--- config.mk ---
export PLATFORM = sky130hd
export DESIGN_NAME = ssid_cell
export DESIGN_NICKNAME = d
export VERILOG_FILES = /design/src/hdl/ssid_pkg.sv /design/src/hdl/ssid_cell.sv
export SDC_FILE = /design/constraint.sdc
export NUM_CORES = 1
export LEC_CHECK = 0
export BUFFER_PORTS_ARGS = -buffer_cell sky130_fd_sc_hd__buf_2
export CAP_MARGIN = 20
export CORE_MARGIN = 4
export CORE_UTILIZATION = 25
export DETAILED_ROUTE_END_ITERATION = 7
export GPL_TIMING_DRIVEN = 0
export PLACE_DENSITY_LB_ADDON = 0.1
export SLEW_MARGIN = 25
export SYNTH_ARGS = -nofsm -noshare
export SYNTH_HDL_FRONTEND = slang
export SYNTH_SLANG_ARGS = --single-unit
export TNS_END_PERCENT = 50
--- constraint.sdc ---
create_clock -name clk_i -period 4.9 [get_ports clk_i]
set_input_delay 0.49 -clock clk_i [delete_from_list [all_inputs] [get_ports clk_i]]
set_output_delay 0.49 -clock clk_i [all_outputs]
set_load 0.005 [all_outputs]
--- src/hdl/ssid_pkg.sv ---
// Package for the sorted set engine: capacity, widths, codes and cell control.
// No dependencies; used by the interfaces, the cell row, the top level and the checker.
package ssid_pkg;

  localparam int unsigned CAPACITY = 64;
  localparam int unsigned CNT_W    = $clog2(CAPACITY + 1);
  localparam int unsigned KEY_W    = 32;

  typedef enum logic [1:0] {
    OP_INSERT = 2'd0,
    OP_DELETE = 2'd1,
    OP_LOOKUP = 2'd2
  } op_e;

  typedef enum logic [1:0] {
    ST_DONE    = 2'd0,
    ST_DUP     = 2'd1,
    ST_MISSING = 2'd2,
    ST_FULL    = 2'd3
  } status_e;

  typedef enum logic [1:0] {
    S_IDLE,
    S_CMP,
    S_UPD
  } state_e;

  // Broadcast to every cell of the row.
  typedef struct packed {
    logic                    cmp;
    logic                    ins;
    logic                    del;
    logic signed [KEY_W-1:0] key;
  } cell_ctrl_t;

endpackage

--- src/hdl/ssid_cell.sv ---
// One storage cell of the sorted row: holds one entry and its compare flags.
// Depends on ssid_pkg; instanced once per entry by the top level.
module ssid_cell (
  input  logic                               clk_i,
  input  logic                               rst_ni,
  input  ssid_pkg::cell_ctrl_t               ctrl_i,
  input  logic                               valid_i,
  input  logic signed [ssid_pkg::KEY_W-1:0]  left_entry_i,
  input  logic                               left_lt_i,
  input  logic signed [ssid_pkg::KEY_W-1:0]  right_entry_i,
  output logic signed [ssid_pkg::KEY_W-1:0]  entry_o,
  output logic                               lt_o,
  output logic                               eq_o
);

  logic signed [ssid_pkg::KEY_W-1:0] entry_q, entry_d;
  logic                              lt_q, eq_q;

  always_comb begin
    entry_d = entry_q;
    if (ctrl_i.ins) begin
      // Cells above the slot take their left neighbor; the slot takes the key.
      if (!left_lt_i) begin
        entry_d = left_entry_i;
      end else if (!lt_q) begin
        entry_d = ctrl_i.key;
      end
    end else if (ctrl_i.del) begin
      if (!lt_q) begin
        entry_d = right_entry_i;
      end
    end
  end

  always_ff @(posedge clk_i) begin
    entry_q <= entry_d;
  end

  always_ff @(posedge clk_i or negedge rst_ni) begin
    if (!rst_ni) begin
      lt_q <= 1'b0;
      eq_q <= 1'b0;
    end else if (ctrl_i.cmp) begin
      lt_q <= valid_i && (entry_q < ctrl_i.key);
      eq_q <= valid_i && (entry_q == ctrl_i.key);
    end
  end

  assign entry_o = entry_q;
  assign lt_o    = lt_q;
  assign eq_o    = eq_q;

endmodule

* Yosys cells after proc, flatten, opt, wreduce, memory -nomap -nowiden *
Index checks and enable logic that the tools add are counted.
W data, S select, Z words.

word-level totals
  register bits = 34
  bits of input ports = 103
  logic and storage cells = 16

operators by class
  order comparisons = 1
  eq/ne operators = 3
  muxes and demuxes = 5
  reductions and logical operators = 4

operator list
  kind                  count
  $mux W32              5
  $eq A32 B32 Y1        1
  $lt A32 B32 Y1        1
  $ne A2 B2 Y1 const B  2
  $reduce_and A3 Y1     1
  $logic_and A1 B1 Y1   2
  $reduce_bool A2 Y1    1

* Longest topological paths before layout *
Gate-level depths: netlist of run 1.

  depth after elaboration = 3
  mapped depth = 8
  mapped depth without buffers = 8

* Least setup slack after synthesis of run 1 *
OpenSTA, ideal clock, no wires.

  kind = input -> register
  start point = input port left_lt_i
  end point = register entry_q, in the netlist entry_o[0] (enable)
  arrival time = 2,467 ps
  data required time = 4,468 ps
  slack = 2,001 ps
  stages = 3
  buffers on the path = 2
  path through = clkbuf_1 -> buf_2 -> a21oi_1

on the way
  word-level cells in the longest chain between the ends = 2

ends and longest elaborated chain
  item                                line             text
  start: declaration                  ssid_cell.sv:9   input logic left_lt_i,
  $ne A2 B2 Y1 (no source line)       -
  $reduce_and A3 Y1 (no source line)  -
  end signal: assignment              ssid_cell.sv:36  entry_q <= entry_d;
  end: declaration                    ssid_cell.sv:16  logic signed [ssid_pkg::KEY_W-1:0] entry_q, entry_d;

Every way passes these cells.
A chain may end at the register's enable or synchronous reset.

* Final worst setup path of run 1 *
  start point = register entry_q, in the netlist entry_o[31]
  end point = register lt_q, in the netlist lt_o

on the way
  word-level cells in the longest chain between the ends = 2

ends and longest elaborated chain
  item                    line             text
  $lt A32 B32 Y1          ssid_cell.sv:44  lt_q <= valid_i && (entry_q < ctrl_i.key);
  $logic_and A1 B1 Y1     ssid_cell.sv:44
  end signal: assignment  ssid_cell.sv:44
  end: declaration        ssid_cell.sv:17  logic lt_q, eq_q;

Every way passes these cells.

==> results.json, run 1 <==
{
  "status": "finished, final reports clean",
  "diodes": 0,
  "place.gp.congestion": 0.740,
  "post_cts_buffers": 0,
  "synth-edff-count": 32,
  "path_buf_inv": 0,
  "cap_violations": 0,
  "num_rows": 36,
  "rsz0062_at_grt": "false",
  "ys_ff_latch": 34,
  "cts_tree": "built",
  "drtPass1Iterations": 4,
  "cp_cell_sequence": "ha_1 -> nand4_2 -> nor4_2 -> nor3b_1 -> a2111o_1 -> o211ai_2",
  "min_path_cells": 2,
  "fin_crit_ns": 1.99,
  "postSynthCellCount": 264,
  "final.setup.tns_ns": 0,
  "cts-root-buf": "clkbuf_8",
  "ir_worst_vdd_mv": 0.111,
  "hold_buffers": 1,
  "die_y_um": 109,
  "p_switching_mw": 0.284,
  "ant_nets": 0,
  "p_comb_share_pct": 32.0,
  "clk_pin_slew_ns": 0.08,
  "min_from": "ctrl_i[34]",
  "synth.top_cell.area_share_pct": 37.7,
  "hold_end": "lt_o$_DFFE_PN0P_",
  "synth_top_cell_by_area": "edfxtp_1",
  "numClockSinks": 34,
  "fmax_mhz": 502,
  "synth.top_cells.by_count": "46 x a21oi_1, 35 x inv_1, 34 x nor2_1",
  "synth_most_common_cell": "a21oi_1",
  "r2r_end": "lt_o$_DFFE_PN0P_",
  "die_area_um2": 11900,
  "post_drt_wl_per_cell_um": 14.4,
  "synthFlopType": "edfxtp_1",
  "p_clk_share_pct": 24.7,
  "fp.coreArea_um2": 9860,
  "cts_buffers": 5,
  "setup_violations": 0,
  "switching_share_pct": 31.3,
  "viasPerCell": 4.42,
  "pin_count": 137,
  "period_share_pct": 40.6,
  "crit_fanout": 4,
  "intPower_mw": 0.623,
  "grt_pass1_wl_mm": 12.0,
  "nNetsFinal": 543,
  "crit_type": "reg -> reg",
  "setup_ws_ns": 2.91,
  "syn-mean-instance-area_um2": 9.64,
  "leakage_nw": 1.79,
  "initial_utilization_pct": 25.8,
  "ctsResizeCount": 0,
  "grt_max_degree": 15,
  "antenna_found_initial": 0,
  "die_x_um": 109,
  "crit_slowest_cell": "nor4_2",
  "syn_nets": 399,
  "path_delay_family": "simple AND/OR/NAND/NOR gates",
  "yosys-top-cells-area": "edfxtp_1 38%, ha_1 16%, mux2i_1 13%, a21oi_1 9.0%, inv_1 5.2%",
  "r2r_slack_ns": 2.91,
  "end_kind": "flip-flop",
  "drc": 0,
  "clock_latency_ns": 0.28,
  "critPathArrivalTime_ns": 2.16,
  "vias": 2395,
  "grt_pass1_vias": 2448,
  "dp_hpwl_mm": 6.50,
  "timing.rr.start": "entry_o[31]$_DFFE_PP_",
  "grtUsageTotal_pct": 13.1,
  "seqPwrFrac_pct": 43.3,
  "synth_warnings": 0,
  "design_area_um2": 3540,
  "maxSlewHeadroom_pct": 59.3,
  "drt-initial-drc-count": 73,
  "async_flop_share_pct": 5.88,
  "yosysSeqAreaShare_pct": 39.7,
  "areaGrowthSynthToFinish_pct": 39.0,
  "worstMarginPinSlew_ns": 0.611,
  "finalClockSkew_ns": 0.00577,
  "syn_area_um2": 2550,
  "routed_wl_mm": 7.81,
  "layout-drive-gt1-share_pct": 37.4,
  "cellPowerDensity_nw_per_um2": 256,
  "reg2reg_depth": 6,
  "cp.required_ns": 5.07,
  "cpPeakStageDelay_ns": 0.45,
  "pre_cts_slack_ns": 2.58,
  "placedInstanceArea_um2": 3440,
  "grt_overflow": 0,
  "report.final.slew_viol_count": 0,
  "clk_path_buf_depth": 2,
  "io_buffers": 134,
  "cts_max_level": 2,
  "worstHoldPathType": "in -> reg",
  "worstSetupStartpointType": "flip-flop",
  "synth_cell_types": 32,
  "hold_viol_final": 0
}
## cell type report
class	instances	area, um2
Buffer	11	45.0
Sequential cell	34	1010
Clock inverter	1	5.00
Clock buffer	7	86.3
Fill cell	1057	6330
Inverter	35	131
Tap cell	133	166
Timing Repair Buffer	137	723
Multi-Input combinational cell	184	1370
## metal layers
layer / global-route usage, % / wire, um
met2: 21.7 / 3550
met5: 0 / 0
met1: 16.6 / 3490
met3: 4.38 / 736
met4: 2.43 / 36
## placed cells by master, fill, tap and decap left out
cell	instances
a2111o_1	1
a2111oi_1	1
a211o_1	1
a211oi_1	1
a21oi_1	45
a21oi_4	1
a221oi_1	1
a22oi_1	1
and3_1	1
buf_1	1
buf_16	1
buf_2	137
buf_8	1
clkbuf_1	8
clkbuf_8	6
clkinv_2	1
dfrtp_1	2
dlygate4sd3_1	1
edfxtp_1	32
ha_1	32
inv_1	35
mux2i_1	32
nand2_1	6
nand2_4	1
nand3_1	6
nand4_1	6
nand4_2	1
nand4b_1	1
nor2_1	34
nor2b_4	1
nor3_1	1
nor3b_1	1
nor4_1	1
nor4_2	1
o211ai_1	1
o211ai_2	2
o21ai_0	2
o21ai_1	2
## registers in the layout, indices dropped and copies added, names as in the netlist
name and flops:
eq_o 1, lt_o 1, entry_o 32
## stage by stage
| stage | std cells | hold WS, ns | util (%) | power [mW] |
|---|---|---|---|---|
| finish | 542 | 0.456 | 35.9 | 0.907 |
| detailed placement | 533 | 0.280 | 34.8 | 0.697 |
| CTS | 542 | 0.444 | 35.9 | 0.929 |
| global placement | 531 | 0.278 | 34.3 | 0.682 |
| floorplan | 264 | 0.194 | - | 0.549 |
| global route | 542 | 0.456 | 35.9 | 0.977 |
## cell families after synthesis
family | Yosys count | synth area share (%)
compound gates | 59 | 13.2
fa+ha+maj | 32 | 15.7
buf+inv | 46 | 6.93
flops | 34 | 39.7
mux | 32 | 12.6
simple gates | 61 | 11.8
## worst max path at each step
| stage | start | end | slack (ns) | depth (start not counted) |
|---|---|---|---|---|
| floorplan | left_lt_i | entry_o[0]$_DFFE_PP_ | 2.00 | 3 |
| global placement | ctrl_i[33] | entry_o[20]$_DFFE_PP_ | 0.64 | 3 |
| detailed placement | ctrl_i[33] | entry_o[0]$_DFFE_PP_ | 2.58 | 5 |
| CTS | entry_o[31]$_DFFE_PP_ | lt_o$_DFFE_PN0P_ | 2.87 | 6 |
| global route | entry_o[31]$_DFFE_PP_ | lt_o$_DFFE_PN0P_ | 2.71 | 6 |
| finish | entry_o[31]$_DFFE_PP_ | lt_o$_DFFE_PN0P_ | 2.91 | 6 |
## power groups by stage
| stage | sequential (mW) | clock [mW] | combinational [mW] |
|---|---|---|---|
| after global routing | 0.398 | 0.247 | 0.332 |
| after CTS | 0.394 | 0.235 | 0.300 |
| final | 0.393 | 0.224 | 0.290 |
| after detailed placement | 0.400 | 0 | 0.297 |
| after global placement | 0.403 | 0 | 0.279 |
| after floorplan | 0.402 | 0 | 0.147 |
Note: power is estimated with default switching activity, not from simulation.
==> run 2, diff against run 1 <==
--- a/config.mk
+++ b/config.mk
@@ -5,6 +5,7 @@
 export SDC_FILE = /design/constraint.sdc
 export NUM_CORES = 1
 export LEC_CHECK = 0
+export ABC_AREA = 1
 export BUFFER_PORTS_ARGS = -buffer_cell sky130_fd_sc_hd__buf_2
 export CAP_MARGIN = 20
 export CORE_MARGIN = 4
==> constraint.sdc (replaced) <==
create_clock -name clk_i -period 2 [get_ports clk_i]
set_input_delay 0.2 -clock clk_i [delete_from_list [all_inputs] [get_ports clk_i]]
set_output_delay 0.2 -clock clk_i [all_outputs]
set_load 0.005 [all_outputs]
==> run 2 against run 1 <==
Against the previous run:
- global-route usage increased by 0.83 points
- power increased by 140%
- register-to-register slack got worse by 2.7 ns
- final area increased by 1.3%
- synthesized cell count increased by 26%
- clock power increased by 130%
- wire length increased by 5.0%
- largest power group unchanged
==> results.json, run 2 <==
{
  "areaGrowthSynthToFinish_pct": 38.7,
  "synth_top_cell_by_area": "edfxtp_1",
  "vias": 2667,
  "end_kind": "flip-flop",
  "rsz0062_at_grt": "false",
  "crit_type": "reg -> reg",
  "synth_top_family_by_area": "simple AND/OR/NAND/NOR gates",
  "place.gp.congestion": 0.748,
  "report.final.slew_viol_count": 0,
  "cp_cell_sequence": "ha_1 -> nand2_1 -> nor2_2 -> nand2_2 -> nor4_4 -> nand2_1 -> nand2_1 -> nand2_1 -> nand3_1 -> nand2_1",
  "hold_viol_final": 0,
  "layout_commonest_cell": "buf_2",
  "drtPass1Iterations": 4,
  "synth_most_common_cell": "nand2_1",
  "post_drt_wl_per_cell_um": 13.4,
  "r2r_slack_ns": 0.25,
  "fp.coreArea_um2": 9910,
  "worstSetupStartpointType": "flip-flop",
  "layout-drive-gt1-share_pct": 32.5,
  "maxSlewHeadroom_pct": 61.0,
  "final_cells": 614,
  "synthFlopType": "edfxtp_1",
  "pre_cts_slack_ns": 0.119,
  "num_rows": 36,
  "reg2reg_depth": 10,
  "worstMarginPinSlew_ns": 0.586,
  "cp.required_ns": 2.19,
  "syn-mean-instance-area_um2": 7.76,
  "clock_latency_ns": 0.29,
  "nNetsFinal": 614,
  "ant_nets": 0,
  "final.setup.tns_ns": 0,
  "yosysSeqAreaShare_pct": 39.1,
  "clk_pin_slew_ns": 0.08,
  "synth.top_cell.area_share_pct": 37.2,
  "critPathArrivalTime_ns": 1.94,
  "finalClockSkew_ns": 0.00407,
  "period_share_pct": 87.7,
  "initial_utilization_pct": 26.1,
  "synthAdderAreaFrac_pct": 15.5,
  "synth_compound_area_share_pct": 16.2,
  "die_y_um": 110,
  "synth_mux_area_share_pct": 0,
  "synth.top_cells.by_count": "75 x nand2_1, 58 x o21ai_0, 47 x inv_1",
  "drt-initial-drc-count": 100,
  "syn_nets": 468,
  "grt_overflow": 0,
  "async_flop_share_pct": 5.88,
  "syn_area_um2": 2580,
  "grt_max_degree": 16,
  "antenna_found_initial": 2,
  "ys_ff_latch": 34,
  "ir_worst_vdd_mv": 0.253,
  "synth-xor-area-share_pct": 0,
  "die_area_um2": 12000,
  "dp_cells": 604,
  "leakage_nw": 1.88,
  "crit_fanout": 4,
  "yosys-top-cells-area": "edfxtp_1 37%, ha_1 15%, o21ai_0 11%, nand2_1 11%, inv_1 6.8%",
  "crit_top_cell": "nand2_1",
  "io_buffers": 136,
  "worstHoldPathType": "in -> reg",
  "cts_buffers": 5,
  "r2r_end": "lt_o$_DFFE_PN0P_",
  "whs_ns": 0.160,
  "cts-root-buf": "clkbuf_8",
  "fmax_mhz": 570,
  "status": "finished, final reports clean",
  "synth-edff-count": 32,
  "setup_ws_ns": 0.247,
  "postSynthCellCount": 333,
  "synthSimpleGateAreaFrac_pct": 20.5,
  "min_from": "ctrl_i[34]",
  "setup_violations": 0,
  "clk_path_buf_depth": 2,
  "crit_slowest_cell": "edfxtp_1",
  "min_path_cells": 4,
  "crit_path_start": "entry_o[31]$_DFFE_PP_",
  "fin_crit_ns": 1.75,
  "timing.rr.start": "entry_o[31]$_DFFE_PP_",
  "grtUsageTotal_pct": 13.9,
  "cellPowerDensity_nw_per_um2": 613,
  "synth_cell_types": 24,
  "synth_warnings": 0,
  "cap_violations": 0,
  "drc": 0,
  "largest_reg_flops": 32,
  "final_cell_mix": "137 x buf_2, 75 x nand2_1, 58 x o21ai_0",
  "cts_tree": "built",
  "dp_hpwl_mm": 6.77,
  "routed_wl_mm": 8.20,
  "grt_pass1_vias": 2738,
  "viasPerCell": 4.34,
  "grt_pass1_wl_mm": 12.8,
  "cts_max_level": 2,
  "die_x_um": 110,
  "pin_count": 137,
  "cpPeakStageDelay_ns": 0.40,
  "numClockSinks": 34,
  "hold_end": "lt_o$_DFFE_PN0P_"
}
==> run 2: cell count changes after synthesis, moves of 5 or more <==
| cell | change |
|---|---|
| o21ai_1 | +5 |
| o21ai_0 | +56 |
| mux2i_1 | -32 |
| nand4_1 | -5 |
| nand2_1 | +69 |
| a21oi_1 | -35 |
| inv_1 | +12 |
==> run 2: cell type report <==
type	instances	area (um2)
Fill cell	1130	6330
Clock inverter	2	8.76
Tap cell	133	166
Antenna cell	1	2.50
Clock buffer	6	72.6
Multi-Input combinational cell	240	1370
Inverter	47	176
Timing Repair Buffer	139	733
Buffer	12	46.3
Sequential cell	34	1010
==> run 2: power by group <==
| part | switching [mW] | total (mW) | internal, mW |
|---|---|---|---|
| Clock | 0.272 | 0.512 | 0.240 |
| Sequential | 0.0555 | 0.966 | 0.911 |
| Combinational | 0.390 | 0.719 | 0.329 |
==> run 2: stage by stage <==
stage	power, mW	utilization, %	instance area (um2)
final	2.20	36.2	3580
after global routing	2.40	36.2	3580
after CTS	2.26	36.1	3580
after detailed placement	1.72	35.2	3490
after global placement	1.68	34.7	3440
after floorplan	1.35	-	2590
==> run 2: routing by layer <==
layer | global-route usage (%) | share of wire (%) | vias to the layer above
met3 | 4.17 | 8.5 | 8
met5 | 0 | 0.24 | -
met2 | 24.2 | 47 | 90
met1 | 16.5 | 43 | 1174
li1 | - | - | 1393
met4 | 3.74 | 1.1 | 2
==> run 2: cells by family after synthesis <==
kind of cell             after synthesis
buffers and inverters                 59
adder cells (fa/ha/maj)               32
flip-flops                            34
AO/OA/AOI/OAI                         81
AND/OR/NAND/NOR                      127
==> run 2: worst max path at each step <==
stage,cells past startpoint,end,slack (ns)
floorplan,3,entry_o[0]$_DFFE_PP_,0.21
global placement,4,entry_o[17]$_DFFE_PP_,-0.83
detailed placement,5,entry_o[17]$_DFFE_PP_,0.12
CTS,12,lt_o$_DFFE_PN0P_,0.13
global route,12,lt_o$_DFFE_PN0P_,0.02
finish,10,lt_o$_DFFE_PN0P_,0.25
==> run 2: worst max-delay path, delay by kind of cell, from the launching register on <==
| kind | cells | cell delay (ns) |
|---|---|---|
| adder cells (fa/ha/maj) | 1 | 0.38 |
| AND/OR/NAND/NOR | 9 | 0.87 |
| flip-flops | 1 | 0.40 |
==> run 2: what timing repair did <==
item,CTS,global route
buffers inserted,0,0
hold buffers,1,0
hold endpoints to repair,2,0
gates resized for setup,0,1
setup endpoints to repair,0,1
